==> src/rtl/rolling_block_checksum_defines.svh <==
// Assertion macros shared by the checksum block.
`ifndef ROLLING_BLOCK_CHECKSUM_DEFINES_SVH
`define ROLLING_BLOCK_CHECKSUM_DEFINES_SVH

// Same-cycle implication.
`define RBC_ASSERT_IMPL(label, clk, rst, ante, cons, msg) \
   label: assert property (@(posedge clk) disable iff (rst) (ante) |-> (cons)) else $error(msg);

// Next-cycle implication.
`define RBC_ASSERT_NEXT(label, clk, rst, ante, cons, msg) \
   label: assert property (@(posedge clk) disable iff (rst) (ante) |=> (cons)) else $error(msg);

// Condition that must never hold.
`define RBC_ASSERT_NEVER(label, clk, rst, cond, msg) \
   label: assert property (@(posedge clk) disable iff (rst) !(cond)) else $error(msg);

`endif

==> src/rtl/rbc_pkg.sv <==
package rbc_pkg;

   localparam int DefMaxBlockShift = 12;
   localparam int DefHashShift     = 3;

   // Configuration register indexes and widths.
   localparam int CsrIndexW = 2;
   localparam int CsrDataW  = 4;
   localparam logic [CsrIndexW-1:0] CsrBlockShift = 2'd0;
   localparam logic [CsrIndexW-1:0] CsrTwoWindows = 2'd1;
   localparam logic [CsrIndexW-1:0] CsrWeakBytes  = 2'd2;

   localparam logic [3:0] ResetBlockShift = 4'd11;
   localparam logic       ResetTwoWindows = 1'b0;
   localparam logic [2:0] ResetWeakBytes  = 3'd4;

   // Weak checksum size that selects the byte mask for sum a.
   localparam logic [2:0]  WeakBytesByte = 3'd3;
   localparam logic [15:0] MaskNone      = 16'h0000;
   localparam logic [15:0] MaskByte      = 16'h00ff;
   localparam logic [15:0] MaskWord      = 16'hffff;

   localparam int KeyW = 19;

   // Result queue.
   localparam int FifoDepth = 4;
   localparam int FifoPtrW  = $clog2(FifoDepth);
   localparam int FifoCntW  = $clog2(FifoDepth + 1);

   // One byte between the memory read and the sum update.
   typedef struct packed {
      logic       valid;
      logic       restart;
      logic       use_old1;
      logic       use_old2;
      logic       ready;
      logic [7:0] data;
   } stage_type;

   typedef struct packed {
      logic [15:0]     first_sum_a;
      logic [15:0]     first_sum_b;
      logic [15:0]     second_sum_a;
      logic [15:0]     second_sum_b;
      logic [KeyW-1:0] hash_key;
      logic            window_ready;
   } result_type;

endpackage

==> src/rtl/rbc_fifo.sv <==
`include "rolling_block_checksum_defines.svh"

module rbc_fifo (
   input  logic                               clock,
   input  logic                               reset,
   input  logic                               push,
   input  rbc_pkg::result_type                push_data,
   input  logic                               pop,
   output logic                               not_empty,
   output rbc_pkg::result_type                head,
   output logic [rbc_pkg::FifoCntW-1:0]       level
);

   rbc_pkg::result_type entries_ff [rbc_pkg::FifoDepth];
   logic [rbc_pkg::FifoPtrW-1:0] wr_ptr_ff, wr_ptr_in, rd_ptr_ff, rd_ptr_in;
   logic [rbc_pkg::FifoCntW-1:0] level_ff, level_in;

   always_comb begin
      wr_ptr_in = push ? wr_ptr_ff + 1'b1 : wr_ptr_ff;
      rd_ptr_in = pop ? rd_ptr_ff + 1'b1 : rd_ptr_ff;
      level_in  = level_ff + rbc_pkg::FifoCntW'(push) - rbc_pkg::FifoCntW'(pop);
   end

   always_ff @(posedge clock) begin
      if (reset) begin
         wr_ptr_ff <= '0;
         rd_ptr_ff <= '0;
         level_ff  <= '0;
      end else begin
         wr_ptr_ff <= wr_ptr_in;
         rd_ptr_ff <= rd_ptr_in;
         level_ff  <= level_in;
      end
   end

   always_ff @(posedge clock) begin
      if (push) begin
         entries_ff[wr_ptr_ff] <= push_data;
      end
   end

   assign not_empty = level_ff != '0;
   assign head      = entries_ff[rd_ptr_ff];
   assign level     = level_ff;

   `RBC_ASSERT_NEVER(fifo_no_overflow, clock, reset,
      push && !pop && level_ff == rbc_pkg::FifoCntW'(rbc_pkg::FifoDepth),
      "result queue overflow")
   `RBC_ASSERT_NEXT(fifo_pop_drains, clock, reset, pop && !push,
      level_ff == $past(level_ff) - 1'b1, "result queue level did not drop on a pop")

endmodule

==> config.mk <==
export PLATFORM = sky130hd
export DESIGN_NAME = rbc_fifo
export DESIGN_NICKNAME = d
export VERILOG_FILES = /design/src/rtl/rbc_pkg.sv /design/src/rtl/rbc_fifo.sv
export VERILOG_INCLUDE_DIRS = /design/src /design/src/rtl
export SDC_FILE = /design/constraint.sdc
export NUM_CORES = 1
export LEC_CHECK = 0
export BUFFER_PORTS_ARGS = -buffer_cell sky130_fd_sc_hd__buf_2
export CORE_MARGIN = 4
export CORE_UTILIZATION = 45
export CTS_BUF_LIST = sky130_fd_sc_hd__clkbuf_4
export DETAILED_ROUTE_END_ITERATION = 12
export PLACE_DENSITY = 0.74
export REMOVE_ABC_BUFFERS = 1
export SKIP_LAST_GASP = 1
export SLEW_MARGIN = 20
export SYNTH_ARGS = -nofsm -noshare
export SYNTH_HDL_FRONTEND = slang
export SYNTH_SLANG_ARGS = --single-unit
==> constraint.sdc <==
create_clock -name clock -period 2.71 [get_ports clock]
set_input_delay 0.4065 -clock clock [delete_from_list [all_inputs] [get_ports clock]]
set_output_delay 0.4065 -clock clock [all_outputs]
set_load 0.005 [all_outputs]
# Word-level counts from Yosys, hierarchy flattened
# Memories as Yosys holds them, arrays and structs flattened. A register that Yosys moved wholly into a read port is not among the register bits.
# Index checks and enable logic that the tools add are counted.
# totals
wordCells	13
input_bits	88
mem_count	1
reg_bits	7
ramBits	336
out_inout_bits	88
# mem_list
memory	depth	width	read_ports	rd_clocked_by_memory_dff	wr	line	rtl
entries_ff	4	84	1	1	1	rbc_fifo.sv:14	rbc_pkg::result_type entries_ff [rbc_pkg::FifoDepth];
# classes
n_reduce_logical	1
mux	4
n_addsub	4
# ops
op	n
2-bit by 1-bit adder with 2-bit output (second input constant)	2
2-bit 2-to-1 mux	2
3-bit by 1-bit adder with 3-bit output	1
3-bit nonzero test	1
3-bit by 1-bit subtractor with 3-bit output	1
1-bit 2-to-1 mux	2

# Logic depth before layout (Yosys ltp)
# logic_depth
ltp_word	3
ltp_mapped	7
depth_no_buf	7

# Least setup slack after synthesis
# No wires, ideal clock.
# synth_path
kind	register -> register
startpoint	reg wr_ptr_ff[0] (netlist bit)
endpoint	mem entries_ff[0][0] (netlist bit), enable pin
setup_ns	0.451
t_arrival_ns	2.495
path_buffers	0
synth_period_minus_slack_ns	2.947
path_slack_ns	-0.237
required_time_ns	2.259
path_stages_with_launch	4
cell_sequence	dfxtp_1 -> inv_1 -> ha_1 -> and2_1
# synth_lines
element	line	rtl
start, declared	rbc_fifo.sv:15	logic [rbc_pkg::FifoPtrW-1:0] wr_ptr_ff, wr_ptr_in, rd_ptr_ff, rd_ptr_in;
start signal, assigned	rbc_fifo.sv:30	wr_ptr_ff <= wr_ptr_in;
end, declared	rbc_fifo.sv:14	
# Straight into the memory's write port.

==> impl_metrics.tcl <==
set metrics [dict create \
    outcome "complete, no violations" \
    relSlewSlack_pct 58.86 \
    die_y_um 175.0 \
    yosysWarnings 0 \
    grt_first_pass_wirelength_mm 38.28 \
    dp_hpwl_mm 14.27 \
    clock_skew_ps 28.81 \
    drive_above_1_share_pct 46.77 \
    clock-sinks 345 \
    antenna_found_initial 2 \
    synth_cell_types 20 \
    setup_violations 0 \
    total_leakage_power_nw 5.548 \
    wl_mm 24.36 \
    cts_tree "done" \
    syn_area_sq_mm 0.01255 \
    cts.clk_slew.worst_paths_ps 60 \
    hold_path.class "in -> reg" \
    firstDrtPassIters 4 \
    rsz0062_at_grt "false" \
    slew_violations 0 \
    vias_per_cell 5.002 \
    initial_core_util_pct 46.19 \
    required_ps 2300 \
    timing.final.crit_period_ps 2491 \
    pre_cts_ws_ps 632.4 \
    mostFrequentLayoutCells "edfxtp_1, buf_2, clkbuf_4" \
    whs_path_depth 3 \
    avgSynthCellArea_sq_um 26.20 \
    io_pins 176 \
    cts_max_level 3 \
    use_met3_pct 4.781 \
    fmax_mhz 401.5 \
    r2r_cells 4 \
    drc_errors 0 \
    clockBufferDepth 3 \
    power_density_mw_per_mm2 721.6 \
    gp_congestion 0.7408 \
    ir_drop_uv 413.8 \
    nFillCells 1974 \
    arrival_ps 2080 \
    port_buffers 175 \
    criticalPathCategory "reg -> out" \
    place_area_sq_mm 0.01402 \
    fin_setup_tns_ps 0 \
    fin_crit_sh_pct 91.92 \
    ant_nets 0 \
    ys_seq_area_share_pct 81.82 \
    area_growth_pct 27.16 \
    num_vias 6283 \
    globalRouteMet1Util_pct 19.78 \
    maxCapViolCount 0 \
    die_w_um 175.0 \
    holdWs_ps 111.9 \
    layout.nets 920 \
    core_sq_mm 0.02718 \
    grt_usage_pct 16.17 \
    cp-start-kind "register" \
    grt_pass1_vias 7022 \
    clock_latency_ps 680 \
    worst-slew-pin-transition_ps 617.0 \
    worst-path-max-fanout 28 \
    mostFrequentLayoutCell "edfxtp_1" \
    hold_viol 0 \
    netlist_instances 479 \
    groute.layer.met2.usage_pct 27.56 \
    rows 60 \
    grt-ovfl-total 0 \
    end_kind "primary output" \
    ys_ff_latch 345 \
    final_area_sq_mm 0.01596 \
    grt_most_used_layer "met2" \
    numCtsBuffers 85 \
    design.die.area_sq_mm 0.03063 \
    cts_root_buf "clkbuf_4" \
    drtIter0Drc 435 \
    post_drt_wl_per_cell_um 19.39 \
    setup_ws_ps 219.1 \
    grt_max_degree 85 \
]
## layer usage
layer / share of wire (%) / vias to the layer above
met2: 52 / 243
met3: 6.9 / 29
met1: 39 / 3200
met5: 0.053 / -
met4: 1.6 / 2
li1: - / 2809
## where the power goes
| part | internal [W] | switching [W] |
|---|---|---|
| registers | 0.00613 | 0.0000747 |
| clock network | 0.00224 | 0.00190 |
| logic | 0.000631 | 0.000543 |
## registers in the layout (all words and copies together) (netlist names), named ones only
register    flops
entries_ff    336
rd_ptr_ff       2
wr_ptr_ff       2
level           3
## cells by family (layout without fill, tap and decap cells)
| family | Yosys count | count (layout) | synth area share [%] |
|---|---|---|---|
| adders and majority gates | 7 | 7 | 0.7576 |
| xor gates and xnor gates | 3 | 3 | 0.3290 |
| other | 0 | 1 | 0 |
| AOI/OAI and AO/OA | 2 | 2 | 0.1196 |
| muxes | 85 | 85 | 15.15 |
| and+or+nand+nor | 13 | 13 | 0.5582 |
| buffers and inverters | 24 | 428 | 1.266 |
| DFF | 345 | 345 | 81.82 |
## critical path: stages (launching register included)
cell and delay, ps:
dfxtp_4 440, buf_12 260, mux4_2 560, buf_2 150
## synthesized netlist by cell type
library cell  count  area (sq um)
edfxtp_1        336         10090
mux4_2           84          1892
dfxtp_1           9         180.2
buf_2             7         35.03
buf_6             7         78.83
ha_1              6         75.07
inv_1             6         22.52
nor2_1            5         18.77
and2_1            4         25.02
buf_4             2         15.01
clkbuf_1          2         7.510
nor2b_1           2         12.51
xnor2_1           2         17.52
a21bo_2           1         10.01
a21oi_1           1         5.000
fa_1              1         20.02
mux2i_1           1         10.01
nand3b_1          1         7.510
or3_1             1         6.260
xor3_1            1         23.77
## cell type report
cell class,instances,area [sq um],area share [%]
clock inverter,24,160.2,1.003
multi-input combinational,110,2133,13.37
timing repair buffer,277,1992,12.48
clock buffer,121,908.4,5.691
inverter,6,22.52,0.1411
tap,372,465.4,2.916
antenna,1,2.502,0.01568
sequential,345,10280,64.39
## stage by stage
step	utilization, %	total power, W	cells
6_report	58.73	0.01152	1256
5_1_grt	58.73	0.01212	1256
4_1_cts	58.72	0.01169	1255
3_5_place_dp	51.61	0.007409	1023
3_3_place_gp	51.61	0.007356	1023
2_1_floorplan	-	0.006914	461
## final timing paths
path	from	endpoint	slack [ps]
setup / recovery	register	head[23]	220
hold / removal	pop	register	110
setup reg to reg	wr_ptr_ff[0]$_SDFFE_PP0P_	entries_ff[0][58]$_DFFE_PP_	930
hold reg to reg	rd_ptr_ff[1]$_SDFFE_PP0P_	register	540
## repair_timing
| action | CTS | global route |
|---|---|---|
| gates resized for setup | 0 | 0 |
| setup endpoints to repair | 70 | 0 |
| hold endpoints to repair | 345 | 0 |
| hold buffers | 85 | 0 |
| setup buffers | 2 | 0 |
(Power assumes the default switching activity.)
