--- config.mk ---
export PLATFORM = sky130hd
export DESIGN_NAME = rbc_sums
export DESIGN_NICKNAME = d
export VERILOG_FILES = /design/src/rtl/rolling_block_checksum_defines.svh /design/src/rtl/rbc_pkg.sv /design/src/rtl/rbc_sums.sv
export SDC_FILE = /design/constraint.sdc
export NUM_CORES = 1
export LEC_CHECK = 0
export BUFFER_PORTS_ARGS = -buffer_cell sky130_fd_sc_hd__buf_2
export CORE_ASPECT_RATIO = 1.75
export CORE_MARGIN = 3
export CORE_UTILIZATION = 60
export CTS_CLUSTER_DIAMETER = 120
export DETAILED_ROUTE_END_ITERATION = 12
export PLACE_DENSITY = 0.82
export RECOVER_POWER = 50
export SKIP_LAST_GASP = 1
export SYNTH_ARGS = -nofsm -noshare
export SYNTH_HDL_FRONTEND = slang
export SYNTH_SLANG_ARGS = --single-unit
--- constraint.sdc ---
create_clock -name clock -period 21.7 [get_ports clock]
set_clock_uncertainty 0.15 [all_clocks]
set_input_delay 5.425 -clock clock [delete_from_list [all_inputs] [get_ports clock]]
set_output_delay 5.425 -clock clock [all_outputs]
set_load 0.05 [all_outputs]
--- src/rtl/rolling_block_checksum_defines.svh ---
// Assertion macros shared by the checksum block.
`ifndef ROLLING_BLOCK_CHECKSUM_DEFINES_SVH
`define ROLLING_BLOCK_CHECKSUM_DEFINES_SVH

// Same-cycle implication.
`define RBC_ASSERT_IMPL(label, clk, rst, ante, cons, msg) \
   label: assert property (@(posedge clk) disable iff (rst) (ante) |-> (cons)) else $error(msg);

// Next-cycle implication.
`define RBC_ASSERT_NEXT(label, clk, rst, ante, cons, msg) \
   label: assert property (@(posedge clk) disable iff (rst) (ante) |=> (cons)) else $error(msg);

// Condition that must never hold.
`define RBC_ASSERT_NEVER(label, clk, rst, cond, msg) \
   label: assert property (@(posedge clk) disable iff (rst) !(cond)) else $error(msg);

`endif

--- src/rtl/rbc_pkg.sv ---
package rbc_pkg;

   localparam int DefMaxBlockShift = 12;
   localparam int DefHashShift     = 3;

   // Configuration register indexes and widths.
   localparam int CsrIndexW = 2;
   localparam int CsrDataW  = 4;
   localparam logic [CsrIndexW-1:0] CsrBlockShift = 2'd0;
   localparam logic [CsrIndexW-1:0] CsrTwoWindows = 2'd1;
   localparam logic [CsrIndexW-1:0] CsrWeakBytes  = 2'd2;

   localparam logic [3:0] ResetBlockShift = 4'd11;
   localparam logic       ResetTwoWindows = 1'b0;
   localparam logic [2:0] ResetWeakBytes  = 3'd4;

   // Weak checksum size that selects the byte mask for sum a.
   localparam logic [2:0]  WeakBytesByte = 3'd3;
   localparam logic [15:0] MaskNone      = 16'h0000;
   localparam logic [15:0] MaskByte      = 16'h00ff;
   localparam logic [15:0] MaskWord      = 16'hffff;

   localparam int KeyW = 19;

   // Result queue.
   localparam int FifoDepth = 4;
   localparam int FifoPtrW  = $clog2(FifoDepth);
   localparam int FifoCntW  = $clog2(FifoDepth + 1);

   // One byte between the memory read and the sum update.
   typedef struct packed {
      logic       valid;
      logic       restart;
      logic       use_old1;
      logic       use_old2;
      logic       ready;
      logic [7:0] data;
   } stage_type;

   typedef struct packed {
      logic [15:0]     first_sum_a;
      logic [15:0]     first_sum_b;
      logic [15:0]     second_sum_a;
      logic [15:0]     second_sum_b;
      logic [KeyW-1:0] hash_key;
      logic            window_ready;
   } result_type;

endpackage

--- src/rtl/rbc_sums.sv ---
module rbc_sums #(
   parameter int ShiftW    = 4,
   parameter int HashShift = rbc_pkg::DefHashShift
) (
   input  logic                   clock,
   input  logic                   reset,
   input  rbc_pkg::stage_type     stage,
   input  logic [7:0]             old1_raw,
   input  logic [7:0]             old2_raw,
   input  logic [ShiftW-1:0]      shift,
   input  logic                   two_windows,
   input  logic [2:0]             weak_bytes,
   output logic                   res_valid,
   output rbc_pkg::result_type    res
);

   logic [15:0] fa_ff, fb_ff, sa_ff, sb_ff;
   logic [15:0] fa_in, fb_in, sa_in, sb_in;
   logic [15:0] fa_base, fb_base, sa_base, sb_base;
   logic [15:0] fa_new, fb_new, sa_new, sb_new;
   logic [15:0] old1, old2, old1_sh, old2_sh, c16, mask, x;

   always_comb begin
      old1 = stage.use_old1 ? {8'd0, old1_raw} : 16'd0;
      old2 = stage.use_old2 ? {8'd0, old2_raw} : 16'd0;
      old1_sh = 16'(32'(old1) << shift);
      old2_sh = 16'(32'(old2) << shift);
      c16 = {8'd0, stage.data};

      // A restart rolls from cleared sums.
      fa_base = stage.restart ? 16'd0 : fa_ff;
      fb_base = stage.restart ? 16'd0 : fb_ff;
      sa_base = stage.restart ? 16'd0 : sa_ff;
      sb_base = stage.restart ? 16'd0 : sb_ff;

      if (two_windows) begin
         sa_new = sa_base + c16 - old1;
         sb_new = sb_base + sa_new - old1_sh;
         fa_new = fa_base + old1 - old2;
         fb_new = fb_base + fa_new - old2_sh;
      end else begin
         fa_new = fa_base + c16 - old1;
         fb_new = fb_base + fa_new - old1_sh;
         sa_new = sa_base;
         sb_new = sb_base;
      end

      fa_in = stage.valid ? fa_new : fa_ff;
      fb_in = stage.valid ? fb_new : fb_ff;
      sa_in = stage.valid ? sa_new : sa_ff;
      sb_in = stage.valid ? sb_new : sb_ff;

      priority if (weak_bytes < rbc_pkg::WeakBytesByte) begin
         mask = rbc_pkg::MaskNone;
      end else if (weak_bytes == rbc_pkg::WeakBytesByte) begin
         mask = rbc_pkg::MaskByte;
      end else begin
         mask = rbc_pkg::MaskWord;
      end

      x = two_windows ? sb_new : (fa_new & mask);

      res_valid          = stage.valid;
      res.first_sum_a    = fa_new & mask;
      res.first_sum_b    = fb_new;
      res.second_sum_a   = two_windows ? (sa_new & mask) : 16'd0;
      res.second_sum_b   = two_windows ? sb_new : 16'd0;
      res.hash_key       = rbc_pkg::KeyW'(fb_new)
                           ^ rbc_pkg::KeyW'(32'(x) << HashShift);
      res.window_ready   = stage.ready;
   end

   always_ff @(posedge clock) begin
      if (reset) begin
         fa_ff <= '0;
         fb_ff <= '0;
         sa_ff <= '0;
         sb_ff <= '0;
      end else begin
         fa_ff <= fa_in;
         fb_ff <= fb_in;
         sa_ff <= sa_in;
         sb_ff <= sb_in;
      end
   end

endmodule

[Word-level counts from Yosys, hierarchy flattened]
Index checks and enable logic that the tools add are counted.
Word-level totals
  bits in registers: 64
  word-level logic and storage cells: 38
  input port bits: 39
  output and inout port bits: 85
Cells by class
  bitwise gates (word level): 3
  shift operators: 2
  equality and inequality tests: 1
  mux-type cells: 15
  add/subtract/negate cells: 12
  magnitude comparators: 1
Operator list (number)
  $mux 16: 13
  $add 16x16->16: 3
  $add 16x8->16: 3
  $sub 16x16->16: 3
  $sub 16x8->16: 3
  $and 16x16->16: 2
  $shl 8x4->16: 2
  $xor 16x19->19: 1
  $mux 8: 2
  $eq 3x2->1 const B: 1
  $lt 3x2->1 const B: 1

[Logic depth before layout (Yosys ltp)]
  depth in word-level cells: 8
  depth in mapped cells: 24
  gate-level depth less buffers: 23

[Least setup slack after synthesis]
No wires, ideal clock.
  path type: input port to output port
  start: in stage[11] in the netlist's numbering
  end: out res[16] in the netlist's numbering
  arrival: 11143 ps
  setup slack: 4982 ps
  required time: 16125 ps
  cell stages on the path: 23
  buffers on the path: 2
  cell sequence: clkbuf_1 clkbuf_1 nand2b_1 fa_1 inv_1 ha_1 a21oi_1 o22ai_2 o21ai_0 nand2b_1 a21oi_1 xor2_1 fa_1 inv_1 ha_1 nor4_1 o21ai_0 a41oi_1 o21ai_0 xnor2_1 nor2_1 xor2_1 mux2i_1
RTL lines
  start: declaration: line rbc_sums.sv:7  | input rbc_pkg::stage_type stage,
  end: declaration: line rbc_sums.sv:14  | output rbc_pkg::result_type res

==> qor.yml <==
synth-simple-area-share: 0.210
synth_enable_flop_cells: 0
drv_cap: 2
numCtsBuffers: 9
grt_pass1_wl_mm: 52.8
grt_max_degree: 68
n_antenna_cell: 0
rsz0062_at_grt: "no"
syn_inst: 1386
nNetsFinal: 1664
post_cts_buffers: 0
io_buffers: 121
cts_tree: "done"
avgRoutedWirePerCell_um: 19.8
critPathLaunchType: "primary input"
use_met2: 0.625
crit_required_ns: 16.12
ys.flop_type: "dfxtp_1"
die-height_um: 180
dp_hpwl_mm: 27.1
rr_startpoint: "fa_ff[1]$_SDFFE_PP0P_"
criticalPathCategory: "primary input to output pin"
clk_pin_slew_ns: 0.06
hp-class: "flip-flop to flip-flop"
period_share: 0.834
die_x_um: 106
antenna_found_initial: 0
pin_count: 124
slew_viol_final: 80
start_util: 0.612
area_growth_pct: 9.81
synth_top_area_share: 0.133
synth.distinct_cells: 73
yosysWarnings: 0
core_area_um2: 17000
async_flop_share: 0
grt_util_all_layers: 0.353
synth_nets: 1584
dr.first_iter.drc_count: 645
synthMuxAreaShare: 0.0479
grt_pass1_vias: 10420
synth-seq-area-share: 0.123
totalWireLength_mm: 33.7
met3_usage: 0.0448
tightest_slew_ns: 1.82
drc: 0
cts.repair.resized: 0
routed_via_density: 6.07
rr_endpoint: "fb_ff[13]$_SDFFE_PP0P_"
regToRegSetupSlack_ns: 16.07
synth_top_family_by_area: "adder cells"
ys_seq_elements: 64
netlist_top_cells_area: "fa_1, dfxtp_1, ha_1"
syn_area_um2: 10400
status: "finished with violations"
firstDrtPassIters: 5
tns_ns: 0
die-area_um2: 19000
cts.sinks: 64
yosysMostFrequentCell: "inv_1"
min_period_ns: 18.10
relSlewSlack: -0.214
ctsHoldBuffers: 0
place_congestion: 1.01
clock.fmax_mhz: 55.3
max-clock-path-buffers: 2
vias: 10301
synth_top_cell_by_area: "fa_1"
row_count: 63
hold_depth: 2
holdPathEnd: "sb_ff[15]$_SDFFE_PP0P_"
hold_viol: 0
grt-busiest-layer: "met2"
arrival_ns: 12.52
gr-total-overflow: 0
setup_slack_ns: 3.60
crit_path_end_kind: "output pin"
reg2regPathDepth: 19
cts.htree.levels: 3
hold_start: "sb_ff[15]$_SDFFE_PP0P_"
synth_common_cells: "inv_1, nor2_1, ha_1"
crit_fanout: 42
synth-xor-area-share: 0.0817
violations: "capacitance limit, slew limit"
cts_root_buf: "clkbuf_16"
use_met1: 0.382
whs_ns: 0.302
drive_gt1_frac: 0.103
setup_viol: 0
worst_skew_pair.late_latency_ns: 0.35
synth_adder_area_share: 0.241
syn_area_per_cell_um2: 7.52
synth_compound_gate_area_share: 0.203
pre_cts_ws_ns: 5.04
ant_nets: 0
## cell type report
cell class	instances	area (um2)
Clock buffer	12	267
Clock inverter	4	98.8
Fill cell	1544	5590
Inverter	194	728
Multi-Input combinational cell	1069	8140
Sequential cell	64	1280
Tap cell	227	284
Timing Repair Buffer	128	638
## metrics by stage
stage                     area [um2]  cells   util
after global routing           11400   1698  0.672
after detailed placement       11100   1682  0.653
after global placement         11100   1682  0.653
final                          11400   1698  0.672
after CTS                      11500   1698  0.674
after floorplan                10400   1386      -
## kinds of logic after synthesis
group,Yosys count
xor+xnor,94
mux,40
compound gates,322
buf+inv,253
fa+ha+maj,159
simple gates,454
flops,64
## placed cells by master, fill, tap and decap left out, types with 5 or more instances in the layout
cell type,instances
inv_1,193
nor2_1,177
buf_2,111
ha_1,90
nand2_1,78
o21ai_0,74
a21oi_1,70
fa_1,69
nand2b_1,65
dfxtp_1,64
xnor2_1,46
xor2_1,46
a211oi_1,37
nor2b_1,29
nor3_1,25
mux2i_1,24
a22oi_1,23
and2_1,22
a21o_1,21
nand3_1,14
o21bai_1,13
a31oi_1,13
clkbuf_1,12
o21a_1,9
and3_1,9
clkbuf_16,9
mux2_2,7
nor4_1,6
mux4_2,6
o22ai_1,6
nor3b_1,6
o211ai_1,5
o31ai_1,5
or3_1,5
a2bb2oi_1,5
buf_4,5
## per-layer routing
layer / part of all wire / up-vias
li1: - / 4830
met1: 0.36 / 4893
met2: 0.50 / 446
met3: 0.058 / 132
met4: 0.076 / 0
met5: 0 / -
## registers in the layout, indices dropped and copies added, names as in the netlist
signal and cells:
sb_ff 16, sa_ff 16, fb_ff 16, fa_ff 16
## critical path, cell delays in order
cell and delay (ns):
clkbuf_1 0.85, clkbuf_1 1.32, nand2b_1 0.33, fa_1 0.19
inv_1 0.04, ha_1 0.20, nor4_1 0.43, or3b_1 0.45
a31oi_1 0.34, o21ai_0 0.20, xor2_1 0.29, inv_1 0.11
fa_1 0.54, inv_1 0.05, ha_1 0.35, o21ai_0 0.12
a32oi_1 0.28, xnor3_1 0.44, xnor2_1 0.15, mux2i_1 0.13
buf_2 0.28
## how the worst max path moves through the flow
stage	start	to	slack, ns	cells past startpoint
floorplan	stage[11]	res[16]	4.98	23
global placement	stage[11]	res[14]	5.10	21
CTS	stage[11]	res[16]	5.03	21
global route	stage[11]	res[15]	3.21	20
detailed placement	stage[11]	res[16]	5.04	21
finish	stage[11]	res[16]	3.60	21
Power is not shown: default switching activity piles up to over one toggle a cycle in this logic, so the estimate is an artifact.
